File: src/rtl/core/lease_lock_table_defines.svh
// Assertion macros for the lease lock table.
`ifndef LEASE_LOCK_TABLE_DEFINES_SVH
`define LEASE_LOCK_TABLE_DEFINES_SVH

`ifndef NO_ASSERTIONS
`define LLT_ASSERT(lbl, prop, msg) \
  lbl: assert property (@(posedge clk) disable iff (!rst_n) (prop)) else $error(msg);
`define LLT_ASSERT_RST(lbl, prop, msg) \
  lbl: assert property (@(posedge clk) (prop)) else $error(msg);
`else
`define LLT_ASSERT(lbl, prop, msg)
`define LLT_ASSERT_RST(lbl, prop, msg)
`endif

`endif

File: src/rtl/core/llt_pkg.sv
`default_nettype none
package llt_pkg;

  localparam int CmdW    = 2;
  localparam int IdW     = 32;
  localparam int NowW    = 48;
  localparam int StatusW = 3;
  localparam int ReplyW  = 32;
  localparam int LeaseW  = 32;

  localparam logic [CmdW-1:0] CMD_ACQUIRE = 2'd0;
  localparam logic [CmdW-1:0] CMD_RELEASE = 2'd1;

  localparam logic [LeaseW-1:0] LEASE_RESET = 32'd1000000;

  typedef enum logic [StatusW-1:0] {
    ST_OK    = 3'd0,
    ST_NOENT = 3'd1,
    ST_RETRY = 3'd2,
    ST_BUSY  = 3'd3,
    ST_FULL  = 3'd4
  } llt_status_t;

  typedef struct packed {
    logic load_req;
    logic rd_issue;
    logic step_idx;
    logic set_hit;
    logic commit;
  } llt_ctl_t;

  typedef struct packed {
    logic req_stat;
    logic scan_done;
    logic key_match;
  } llt_sts_t;

endpackage
`default_nettype wire

File: src/rtl/core/llt_if.sv
`default_nettype none
interface llt_in_if;
  logic                      valid;
  logic                      ready;
  logic [llt_pkg::CmdW-1:0]  cmd;
  logic [llt_pkg::IdW-1:0]   lock_id;
  logic [llt_pkg::NowW-1:0]  now;

  modport source (output valid, output cmd, output lock_id, output now, input ready);
  modport sink (input valid, input cmd, input lock_id, input now, output ready);
endinterface

interface llt_out_if;
  logic                         valid;
  logic                         ready;
  logic [llt_pkg::StatusW-1:0]  status;
  logic [llt_pkg::ReplyW-1:0]   reply_value;

  modport source (output valid, output status, output reply_value, input ready);
  modport sink (input valid, input status, input reply_value, output ready);
endinterface

interface llt_cfg_if;
  logic                        valid;
  logic                        ready;
  logic [llt_pkg::LeaseW-1:0]  lease_ticks;

  modport source (output valid, output lease_ticks, input ready);
  modport sink (input valid, input lease_ticks, output ready);
endinterface
`default_nettype wire

File: src/rtl/core/lease_lock_table.sv
// Channel   Dir  Payload                   Handshake
// in_chan   in   cmd, lock_id, now         valid/ready
// out_chan  out  status, reply_value       valid/ready
// cfg_chan  in   lease_ticks               valid/ready, ready always high
//
// From accept to out_valid: stat passes S_SCAN then S_EVAL; acquire and release read one
// slot per S_SCAN/S_CMP pass until a key match (hit) or the fill count (miss), then S_EVAL.
// The next item can be taken in the cycle after a result is loaded.
// Reset runs no clearing pass: a fill count marks the slots in use.
// With out_ready low the result waits in the output register; the next item is taken
// and scanned meanwhile and commits once that register drains.
`default_nettype none
`include "lease_lock_table_defines.svh"
module lease_lock_table #(
  parameter int LOCK_SLOTS = 16,
  parameter int ID_BITS    = 32
) (
  input  wire logic  clk,
  input  wire logic  rst_n,
  llt_in_if.sink     in_chan,
  llt_out_if.source  out_chan,
  llt_cfg_if.sink    cfg_chan
);
  import llt_pkg::*;

  llt_ctl_t ctl;
  llt_sts_t sts;
  logic     in_ready;
  logic     out_valid;

  assign in_chan.ready  = in_ready;
  assign out_chan.valid = out_valid;
  assign cfg_chan.ready = 1'b1;

  llt_ctrl u_ctrl (
    .clk       (clk),
    .rst_n     (rst_n),
    .in_valid  (in_chan.valid),
    .in_ready  (in_ready),
    .out_valid (out_valid),
    .out_ready (out_chan.ready),
    .sts       (sts),
    .ctl       (ctl)
  );

  llt_dpath #(
    .LOCK_SLOTS (LOCK_SLOTS),
    .ID_BITS    (ID_BITS)
  ) u_dpath (
    .clk             (clk),
    .rst_n           (rst_n),
    .ctl             (ctl),
    .sts             (sts),
    .in_cmd          (in_chan.cmd),
    .in_lock_id      (in_chan.lock_id),
    .in_now          (in_chan.now),
    .cfg_valid       (cfg_chan.valid),
    .cfg_lease_ticks (cfg_chan.lease_ticks),
    .out_status      (out_chan.status),
    .out_reply_value (out_chan.reply_value)
  );

  `LLT_ASSERT(a_busy_after_accept, in_chan.valid && in_ready |=> !in_ready, "ready after accept")
  `LLT_ASSERT(a_commit_free, ctl.commit |-> (!out_valid || out_chan.ready), "result overwritten")
  `LLT_ASSERT(a_read_in_fill, ctl.rd_issue |-> !sts.scan_done, "read past fill count")
  `LLT_ASSERT_RST(a_reset_out, !rst_n |=> !out_valid, "result valid after reset")

endmodule
`default_nettype wire

File: src/rtl/core/llt_ctrl.sv
`default_nettype none
module llt_ctrl (
  input  wire logic              clk,
  input  wire logic              rst_n,
  input  wire logic              in_valid,
  output logic                   in_ready,
  output logic                   out_valid,
  input  wire logic              out_ready,
  input  wire llt_pkg::llt_sts_t sts,
  output llt_pkg::llt_ctl_t      ctl
);
  import llt_pkg::*;

  typedef enum logic [1:0] {
    S_IDLE,
    S_SCAN,
    S_CMP,
    S_EVAL
  } state_t;

  state_t state_r;
  state_t state_nxt;
  logic   out_valid_r;
  logic   out_free;

  assign out_free  = !out_valid_r || out_ready;
  assign in_ready  = (state_r == S_IDLE);
  assign out_valid = out_valid_r;

  always_comb begin
    state_nxt = state_r;
    ctl       = '0;
    unique case (state_r)
      S_IDLE: begin
        if (in_valid) begin
          ctl.load_req = 1'b1;
          state_nxt    = S_SCAN;
        end
      end
      S_SCAN: begin
        if (sts.req_stat || sts.scan_done) begin
          state_nxt = S_EVAL;
        end else begin
          ctl.rd_issue = 1'b1;
          state_nxt    = S_CMP;
        end
      end
      S_CMP: begin
        if (sts.key_match) begin
          ctl.set_hit = 1'b1;
          state_nxt   = S_EVAL;
        end else begin
          ctl.step_idx = 1'b1;
          state_nxt    = S_SCAN;
        end
      end
      S_EVAL: begin
        if (out_free) begin
          ctl.commit = 1'b1;
          state_nxt  = S_IDLE;
        end
      end
      default: state_nxt = S_IDLE;
    endcase
  end

  always_ff @(posedge clk) begin
    if (!rst_n) begin
      state_r     <= S_IDLE;
      out_valid_r <= 1'b0;
    end else begin
      state_r <= state_nxt;
      if (ctl.commit) begin
        out_valid_r <= 1'b1;
      end else if (out_ready) begin
        out_valid_r <= 1'b0;
      end
    end
  end

endmodule
`default_nettype wire

File: src/rtl/core/llt_dpath.sv
`default_nettype none
module llt_dpath #(
  parameter int LOCK_SLOTS = 16,
  parameter int ID_BITS    = 32
) (
  input  wire logic                          clk,
  input  wire logic                          rst_n,
  input  wire llt_pkg::llt_ctl_t             ctl,
  output llt_pkg::llt_sts_t                  sts,
  input  wire logic [llt_pkg::CmdW-1:0]      in_cmd,
  input  wire logic [llt_pkg::IdW-1:0]       in_lock_id,
  input  wire logic [llt_pkg::NowW-1:0]      in_now,
  input  wire logic                          cfg_valid,
  input  wire logic [llt_pkg::LeaseW-1:0]    cfg_lease_ticks,
  output logic [llt_pkg::StatusW-1:0]        out_status,
  output logic [llt_pkg::ReplyW-1:0]         out_reply_value
);
  import llt_pkg::*;

  localparam int KeyW  = (ID_BITS < IdW) ? ID_BITS : IdW;
  localparam int WordW = KeyW + NowW;
  localparam int IW    = (LOCK_SLOTS > 1) ? $clog2(LOCK_SLOTS) : 1;
  localparam int CW    = $clog2(LOCK_SLOTS + 1);

  logic [WordW-1:0]  slot_mem_r [LOCK_SLOTS];
  logic [WordW-1:0]  rd_word_r;

  logic [CmdW-1:0]   cmd_r;
  logic [IdW-1:0]    id_r;
  logic [NowW-1:0]   now_r;
  logic [LeaseW-1:0] lease_r;
  logic [CW-1:0]     idx_r;
  logic [CW-1:0]     fill_r;
  logic [CW-1:0]     fill_nxt;
  logic [ReplyW-1:0] held_r;
  logic [ReplyW-1:0] held_nxt;
  logic              hit_r;
  llt_status_t       status_r;
  llt_status_t       status_nxt;
  logic [ReplyW-1:0] reply_r;
  logic [ReplyW-1:0] reply_nxt;

  logic [KeyW-1:0]   key_q;
  logic [NowW-1:0]   stamp_q;
  logic [NowW:0]     expiry;
  logic              lapsed;
  logic              full;
  logic              wr_en;
  logic [IW-1:0]     wr_addr;
  logic [NowW-1:0]   wr_stamp;

  assign key_q   = id_r[KeyW-1:0];
  assign stamp_q = rd_word_r[NowW-1:0];
  assign expiry  = {1'b0, stamp_q} + {{(NowW + 1 - LeaseW){1'b0}}, lease_r};
  assign lapsed  = (stamp_q == '0) || (expiry <= {1'b0, now_r});
  assign full    = (fill_r == CW'(LOCK_SLOTS));

  assign sts.req_stat  = (cmd_r != CMD_ACQUIRE) && (cmd_r != CMD_RELEASE);
  assign sts.scan_done = (idx_r == fill_r);
  assign sts.key_match = (rd_word_r[WordW-1:NowW] == key_q);

  assign out_status      = status_r;
  assign out_reply_value = reply_r;

  always_comb begin
    wr_en      = 1'b0;
    wr_addr    = idx_r[IW-1:0];
    wr_stamp   = now_r;
    status_nxt = ST_OK;
    reply_nxt  = id_r;
    held_nxt   = held_r;
    fill_nxt   = fill_r;
    case (cmd_r)
      CMD_ACQUIRE: begin
        if (hit_r) begin
          if (lapsed) begin
            wr_en    = 1'b1;
            held_nxt = held_r + ReplyW'(1);
          end else begin
            status_nxt = ST_BUSY;
          end
        end else if (full) begin
          status_nxt = ST_FULL;
        end else begin
          wr_en    = 1'b1;
          wr_addr  = fill_r[IW-1:0];
          fill_nxt = fill_r + CW'(1);
          held_nxt = held_r + ReplyW'(1);
        end
      end
      CMD_RELEASE: begin
        if (!hit_r) begin
          status_nxt = ST_NOENT;
        end else if (stamp_q == '0) begin
          status_nxt = ST_RETRY;
        end else begin
          wr_en    = 1'b1;
          wr_stamp = '0;
          held_nxt = held_r - ReplyW'(1);
        end
      end
      default: reply_nxt = held_r;
    endcase
  end

  always_ff @(posedge clk) begin
    if (ctl.commit && wr_en) begin
      slot_mem_r[wr_addr] <= {key_q, wr_stamp};
    end
    if (ctl.rd_issue) begin
      rd_word_r <= slot_mem_r[idx_r[IW-1:0]];
    end
  end

  always_ff @(posedge clk) begin
    if (ctl.load_req) begin
      cmd_r <= in_cmd;
      id_r  <= in_lock_id;
      now_r <= in_now;
    end
    if (ctl.commit) begin
      status_r <= status_nxt;
      reply_r  <= reply_nxt;
    end
  end

  always_ff @(posedge clk) begin
    if (!rst_n) begin
      lease_r <= LEASE_RESET;
      fill_r  <= '0;
      held_r  <= '0;
      idx_r   <= '0;
      hit_r   <= 1'b0;
    end else begin
      if (cfg_valid) begin
        lease_r <= cfg_lease_ticks;
      end
      if (ctl.load_req) begin
        idx_r <= '0;
        hit_r <= 1'b0;
      end else if (ctl.step_idx) begin
        idx_r <= idx_r + CW'(1);
      end else if (ctl.set_hit) begin
        hit_r <= 1'b1;
      end
      if (ctl.commit) begin
        fill_r <= fill_nxt;
        held_r <= held_nxt;
      end
    end
  end

endmodule
`default_nettype wire

File: src/flat_wrapper.sv
// flat-port wrapper written by rule: the top's interface ports become plain ports
module lease_lock_table_flat import llt_pkg::*;
#(
  parameter int LOCK_SLOTS = 16,
  parameter int ID_BITS    = 32
)
  (clk, rst_n, in_chan_valid, in_chan_cmd, in_chan_lock_id, in_chan_now, in_chan_ready, out_chan_valid, out_chan_status, out_chan_reply_value, out_chan_ready, cfg_chan_valid, cfg_chan_lease_ticks, cfg_chan_ready);
  llt_in_if in_chan_i ();
  llt_out_if out_chan_i ();
  llt_cfg_if cfg_chan_i ();
  input  wire logic clk;
  input  wire logic rst_n;
  input wire logic [$bits(in_chan_i.valid)-1:0] in_chan_valid;
  input wire logic [$bits(in_chan_i.cmd)-1:0] in_chan_cmd;
  input wire logic [$bits(in_chan_i.lock_id)-1:0] in_chan_lock_id;
  input wire logic [$bits(in_chan_i.now)-1:0] in_chan_now;
  output wire logic [$bits(in_chan_i.ready)-1:0] in_chan_ready;
  output wire logic [$bits(out_chan_i.valid)-1:0] out_chan_valid;
  output wire logic [$bits(out_chan_i.status)-1:0] out_chan_status;
  output wire logic [$bits(out_chan_i.reply_value)-1:0] out_chan_reply_value;
  input wire logic [$bits(out_chan_i.ready)-1:0] out_chan_ready;
  input wire logic [$bits(cfg_chan_i.valid)-1:0] cfg_chan_valid;
  input wire logic [$bits(cfg_chan_i.lease_ticks)-1:0] cfg_chan_lease_ticks;
  output wire logic [$bits(cfg_chan_i.ready)-1:0] cfg_chan_ready;
  assign in_chan_i.valid = in_chan_valid;
  assign in_chan_i.cmd = in_chan_cmd;
  assign in_chan_i.lock_id = in_chan_lock_id;
  assign in_chan_i.now = in_chan_now;
  assign in_chan_ready = in_chan_i.ready;
  assign out_chan_valid = out_chan_i.valid;
  assign out_chan_status = out_chan_i.status;
  assign out_chan_reply_value = out_chan_i.reply_value;
  assign out_chan_i.ready = out_chan_ready;
  assign cfg_chan_i.valid = cfg_chan_valid;
  assign cfg_chan_i.lease_ticks = cfg_chan_lease_ticks;
  assign cfg_chan_ready = cfg_chan_i.ready;
  lease_lock_table #(.LOCK_SLOTS(LOCK_SLOTS), .ID_BITS(ID_BITS)) u_core (.clk(clk), .rst_n(rst_n), .in_chan(in_chan_i), .out_chan(out_chan_i), .cfg_chan(cfg_chan_i));
endmodule
File: config.mk
export PLATFORM = sky130hd
export DESIGN_NAME = lease_lock_table_flat
export DESIGN_NICKNAME = d
export VERILOG_FILES = /design/src/rtl/core/llt_pkg.sv /design/src/rtl/core/llt_if.sv /design/src/rtl/core/lease_lock_table.sv /design/src/rtl/core/llt_ctrl.sv /design/src/rtl/core/llt_dpath.sv /design/src/flat_wrapper.sv
export VERILOG_INCLUDE_DIRS = /design/src /design/src/rtl/core
export SDC_FILE = /design/constraint.sdc
export NUM_CORES = 2
export LEC_CHECK = 0
export BUFFER_PORTS_ARGS = -buffer_cell sky130_fd_sc_hd__buf_4
export CAP_MARGIN = 20
export CORE_UTILIZATION = 61
export CTS_CLUSTER_SIZE = 30
export DETAILED_ROUTE_END_ITERATION = 12
export GPL_TIMING_DRIVEN = 0
export HOLD_SLACK_MARGIN = 0.08
export PLACE_DENSITY = 0.78
export SYNTH_ARGS = -nofsm -noshare
export SYNTH_HDL_FRONTEND = slang
export SYNTH_SLANG_ARGS = --single-unit
File: constraint.sdc
create_clock -name clk -period 13.75 [get_ports clk]
set_input_delay 2.75 -clock clk [delete_from_list [all_inputs] [get_ports clk]]
set_output_delay 2.75 -clock clk [all_outputs]
set_load 0.005 [all_outputs]
# Word-level counts from Yosys, hierarchy flattened
# Memory sizes are Yosys's and may differ from the RTL's. A register that Yosys moved wholly into a read port is not among the register bits.
# Cells that the tools add are included.
# classes
n_reduce_logical	18
bitwise_logic	4
n_eq_ne	14
n_addsub	5
order_cmp	1
mux	43
# op_table
cell	count
two-way mux 32 bit	6
two-way mux 48 bit	3
case mux 32 bit (2 select lines)	1
adder 48 x 32 -> 49 bit	1
less-or-equal comparator 49 x 48 -> 1 bit	1
zero test 48 bit	1
adder 32 x 1 -> 32 bit, second input constant	1
== test 32 bit	1
subtractor 32 x 1 -> 32 bit, second input constant	1
two-way mux 1 bit	18
two-way mux 2 bit	7
two-way mux 4 bit	3
adder 5 x 1 -> 5 bit, second input constant	2
!= test 2 bit, second input constant	4
case mux 2 bit (4 select lines)	1
two-way mux 3 bit	2
!= test 3 bit, second input constant	2
case mux 3 bit (2 select lines)	1
AND reduction 6 bit	1
nonzero test 2 bit	3
== test 5 bit	1
== test 5 bit, second input constant	1
== test 2 x 1 -> 1 bit, second input constant	2
== test 2 bit, second input constant	2
other kinds (10)	19
# word_totals
ff_bits	195
out_inout_bits	38
ramBits	1280
mem_count	1
input_bits	119
elab_cells	98
# memory_table
name	words	width	rd	rd_ports_with_merged_regs	wr	line_no	source
u_core.u_dpath.slot_mem_r	16	80	1	1	1	llt_dpath.sv:25	logic [WordW-1:0] slot_mem_r [LOCK_SLOTS];

# Depth between registers and ports, before layout
# logic_depth
word_depth	9
ltp_mapped	24
mapped_depth_nobuf	22

# Hierarchy
# From an unflattened synthesis, not the netlist that was laid out.
# unflattened
cells_unflattened	3097
hier_area_um2	62508.7
# modules_own_cells
mod	cells_per_inst	seq_area_each_um2	instances	area_each_um2
llt_dpath	3079	45854.0	1	62337.3
llt_ctrl	16	60.1	1	160.2
lease_lock_table	2	0.0	1	11.3

# Worst setup path after synthesis
# No wires, ideal clock.
# synth_path
path_kind	register -> register
from	reg u_core.u_dpath.rd_word_r[1] (read register of u_core.u_dpath.slot_mem_r)
to	mem u_core.u_dpath.slot_mem_r[11][0] (netlist bit), enable pin
arrival_ns	10.225
setup_ns	0.617
period_less_slack_ns	10.842
path_buffers	2
path_stages_with_launch	23
setup_slack_ns	2.908
cell_sequence	edfxtp_1 -> ha_1 -> a21o_1 -> a21oi_1 -> o21a_1 -> o21ai_1 -> and2_1 -> and3_1 -> o31ai_1 -> o221ai_1 -> nand4_1 -> xnor2_1 -> ha_1 -> nand4_1 -> nor4_1 -> a221o_1 -> a211o_1 -> o31a_1 -> a311o_1 -> and2_1 -> buf_6 -> buf_2 -> nor3_1
# synth_between
elab_chain_cells	9
# synth_rtl
element	line_no	source
start: declaration	llt_dpath.sv:26	logic [WordW-1:0] rd_word_r;
adder 48 x 32 -> 49 bit	llt_dpath.sv:54	assign expiry = {1'b0, stamp_q} + {{(NowW + 1 - LeaseW){1'b0}}, lease_r};
less-or-equal comparator 49 x 48 -> 1 bit	llt_dpath.sv:55	assign lapsed = (stamp_q == '0) || (expiry <= {1'b0, now_r});
logical OR 1 bit	llt_dpath.sv:55	
two-way mux 1 bit	llt_dpath.sv:76	if (lapsed) begin
two-way mux 1 bit	llt_dpath.sv:75	if (hit_r) begin
case mux 1 bit (2 select lines) *	llt_dpath.sv:73	case (cmd_r)
logical AND 1 bit *	llt_dpath.sv:107	if (ctl.commit && wr_en) begin
two-way mux 1 bit *	llt_dpath.sv:107	
two-way mux 1 bit (not written as such) *	llt_dpath.sv:108	slot_mem_r[wr_addr] <= {key_q, wr_stamp};
end: declaration	llt_dpath.sv:25	
# Mark *: on every way between the ends. The rest lies on a longest branch, timed or not.

# Worst setup path after layout
# layout_path
from	reg u_core.u_dpath.rd_word_r[4] (read register of u_core.u_dpath.slot_mem_r)
to	mem u_core.u_dpath.slot_mem_r[11][29] (netlist bit), enable pin
# The elaborated chain is that of the path after synthesis.

==> impl_results.md <==
* Worst stage delay on the critical path at 680 ps
* Setup ws final at 4350 ps
* Switch share at 0.215
* DRT iter0 DRCs at 5279
* CTS sink count at 1555
* Syn Nets at 3386
* Cell internal pwr at 7750 uW
* Storage cell area at 45900 um^2
* Clock power frac at 0.419
* P_sw at 2120 uW
* Syn Area/Cell at 19.9 um^2
* Vias at 35600
* Gpl congestion at 0.958
* Mapped Area at 62800 um^2
* Hold Vio Cnt, Final at 0
* Crit end category: flip-flop
* Hold Path Depth at 2
* Post-synth EDFFs at 1477
* Seq/Total Area, Yosys at 0.731
* Setup TNS at 0 ps
* Setup Fix Bufs, Post-CTS at 0
* Layout overhead on the synthesized area at 16.8%
* Worst-Skew Late Latency at 780 ps
* Buffers added on ports at 153
* Post-Layout Cell Count at 5129
* Status: complete, no violations
* Residual DRC count at 0
* Max FO, Critical Path at 10
* Quantity of hold-fixing buffers added after cts at 0
* CP required at 14210 ps
* Vias in the first global route at 35400
* Final Max Tran Viols at 0
* Max cap viols at 0
* Synth area leaders: edfxtp_1 71%, mux4_2 14%, dfxtp_1 2.5%
* Root buffer cell: clkbuf_16
* Clock transition at the registers of the reported paths at 60 ps
* Fin nets at 3873
* Cell count after placement at 4783
* R2r worst-path depth at 29
* Initial antenna violation count at 2
* Area of the multi-input gates at 16200 um^2
* #FFs+latches synth at 1555
* Htree depth at 4
* Hold Path Origin: u_core.u_dpath.lease_r[17]
* Core area at 102000 um^2
* Final period util at 0.684
* Number of buffers created by CTS at 152
* Buf/Inv on CP at 8
* Critical Path Start Type: flip-flop
* Largest net degree at the start of global routing at 49
* Post-DP HPWL at 106000 um
* Die height at 323 um
* Yosys cell types at 78
* Delay-heaviest family, CP: simple AND/OR/NAND/NOR gates
* F_max at 106 MHz
* Post-detailed-route via-to-cell ratio at 6.94
* Number of setup violations in the final report at 0
* Hold Crit Class: flip-flop to flip-flop
* Synthesized instance count at 3152
* Crit path depth at 29
* Sequential fraction of design power at 0.534
* First-pass GRT wire length at 243000 um
* CTS tree: yes
* WL/cell at 33.5 um
* Clock buffer depth at 3
* Worst r2r src: u_core.u_dpath.rd_word_r[4]
* Leak pwr at 0.0241 uW
* Tot Pwr at 9880 uW
* Worst slack, placed at 4360 ps
* Slew headroom at 0.0986
* Most used cell, CP: buf_6
* Die width at 323 um
* GRT Overall Usage at 0.333
* Share of the synthesized area in the top cell type at 0.706
* IO Count at 157
* Initial core utilization at 0.617
* Final Skew at 25.1 ps
* RSZ-0062 raised after global routing: no
* Area of the die at 104000 um^2
* Layout cells sized above 1 at 0.270
* Largest area contributor in the netlist: edfxtp_1
* Worst vdd ir at 0.118 mV
* Diode count at 0
* Comb power frac at 0.047
* Detail Route Antenna Nets at 0
* Crit path arrival time at 9860 ps
* Async SR Flop Fraction at 0
* Crit. Startpoint: u_core.u_dpath.rd_word_r[4]
* Synth warn at 0
* Rows at 117
* Crit Path Category: flip-flop to flip-flop
* Gr ovfl total at 0
* Post-CTS Resized at 0
* Pwr/cell area at 135 nW/um^2
* First-pass DRT Iterations at 8
* CP max-delay cell: nor3_2
* Worst-Margin Slew at 1350 ps
* Fillers at 5737
* Final Critical Period at 9400 ps
* Most used DFF post-synth: edfxtp_1
* Worst hold slack at 496 ps
* Aggregate routed wire length at 172000 um
synth_stat cells (3+ instances only):
| cell type | count |
|---|---|
| edfxtp_1 | 1477 |
| nor2_1 | 119 |
| inv_1 | 83 |
| clkbuf_1 | 103 |
| and4_1 | 4 |
| buf_2 | 4 |
| mux4_2 | 400 |
| mux2i_1 | 54 |
| o21a_1 | 7 |
| dfxtp_1 | 78 |
| a211oi_1 | 10 |
| xnor2_1 | 54 |
| a311o_1 | 4 |
| a21o_1 | 28 |
| and2_1 | 10 |
| nand2_1 | 69 |
| a2111oi_0 | 5 |
| a21boi_0 | 5 |
| nand2b_1 | 16 |
| o21ai_0 | 32 |
| a21oi_1 | 93 |
| ha_1 | 113 |
| or2_1 | 3 |
| o31ai_1 | 5 |
| buf_6 | 3 |
| o21ai_1 | 6 |
| nand3_1 | 27 |
| mux2_2 | 33 |
| nor2b_1 | 10 |
| and3_1 | 14 |
| buf_1 | 27 |
| a31oi_1 | 55 |
| o21bai_1 | 7 |
| nor4_1 | 28 |
| o211ai_1 | 10 |
| o22ai_1 | 3 |
| nand4_1 | 24 |
| xor2_1 | 60 |
| nor3_1 | 19 |
cells by family after synthesis:
group                      after synthesis  share of synthesized area
xor gates and xnor gates               114                     0.0159
other                                    1                  0.0000597
and+or+nand+nor                        354                     0.0273
adders and majority gates              115                     0.0231
DFF                                   1555                      0.731
muxes                                  487                      0.158
AOI/OAI and AO/OA                      302                     0.0310
buffers and inverters                  224                     0.0140
through the flow:
step | area, um^2 | utilization
2_1_floorplan | 62800 | -
3_3_place_gp | 65700 | 0.645
3_5_place_dp | 67800 | 0.665
4_1_cts | 72600 | 0.713
5_1_grt | 73400 | 0.720
6_report | 73400 | 0.720
layout by cell type, fill, tap and decap left out, drive strengths merged, types with 11 or more instances in the layout:
master	netlist	layout
a211oi	11	11
a21o	28	28
a21oi	94	94
a31oi	55	55
and3	14	14
buf	36	358
bufinv	0	12
clkbuf	104	311
clkinv	1	54
dfxtp	78	78
edfxtp	1477	1477
ha	113	113
inv	83	92
mux2	33	33
mux2i	54	54
mux4	400	400
nand2	69	69
nand2b	16	16
nand3	27	27
nand4	24	24
nor2	119	119
nor3	19	19
nor4	28	28
o21ai	39	39
xnor2	54	54
xor2	60	60
worst reg2reg max path: cells and delay by family, from the launching register on:
kind	cells	cell delay, ps
and+or+nand+nor	11	3700
xor gates and xnor gates	1	100
DFF	1	530
adders and majority gates	2	740
buffers and inverters	8	1670
AOI/OAI and AO/OA	7	2340
power by group through the flow:
| stage | sequential [uW] | clock, uW | combinational (uW) |
|---|---|---|---|
| after floorplan | 5350 | 0 | 267 |
| after global placement | 5380 | 0 | 388 |
| after detailed placement | 5380 | 0 | 419 |
| after CTS | 5280 | 4150 | 427 |
| after global routing | 5280 | 4330 | 486 |
| final | 5270 | 4140 | 461 |
sequential cells by signal, indices dropped and copies added, names as in the netlist, 3 cells and up:
| signal | cells |
|---|---|
| u_core.u_dpath.slot_mem_r | 1280 |
| u_core.u_dpath.rd_word_r | 80 |
| u_core.u_dpath.now_r | 48 |
| u_core.u_dpath.held_r | 32 |
| u_core.u_dpath.id_r | 32 |
| u_core.u_dpath.lease_r | 32 |
| u_core.u_dpath.out_reply_value | 32 |
| u_core.u_dpath.fill_r | 5 |
| u_core.u_dpath.idx_r | 5 |
| u_core.u_dpath.out_status | 3 |
final cells by class:
type                       instances  area share
sequential                      1555       0.626
timing repair buffer             333      0.0517
clock buffer                     196      0.0554
inverter                          84     0.00430
buffer                           140     0.00768
tap                             1368      0.0233
multi-input combinational       1373       0.220
clock inverter                    80      0.0112
final timing paths:
kind / to / slack, ps
min: u_core.u_dpath.lease_r[17] / 500
max: u_core.u_dpath.slot_mem_r[11][29] / 4350
min reg2reg: u_core.u_dpath.lease_r[17] / 500
max reg2reg: u_core.u_dpath.slot_mem_r[11][29] / 4350
per-layer routing:
| layer | vias up | global-route usage | share of wire |
|---|---|---|---|
| met3 | 570 | 0.0727 | 0.12 |
| li1 | 14000 | - | - |
| met5 | - | 0 | 0.000076 |
| met1 | 18100 | 0.440 | 0.35 |
| met2 | 2901 | 0.537 | 0.48 |
| met4 | 2 | 0.149 | 0.049 |
(Power assumes the default switching activity.)
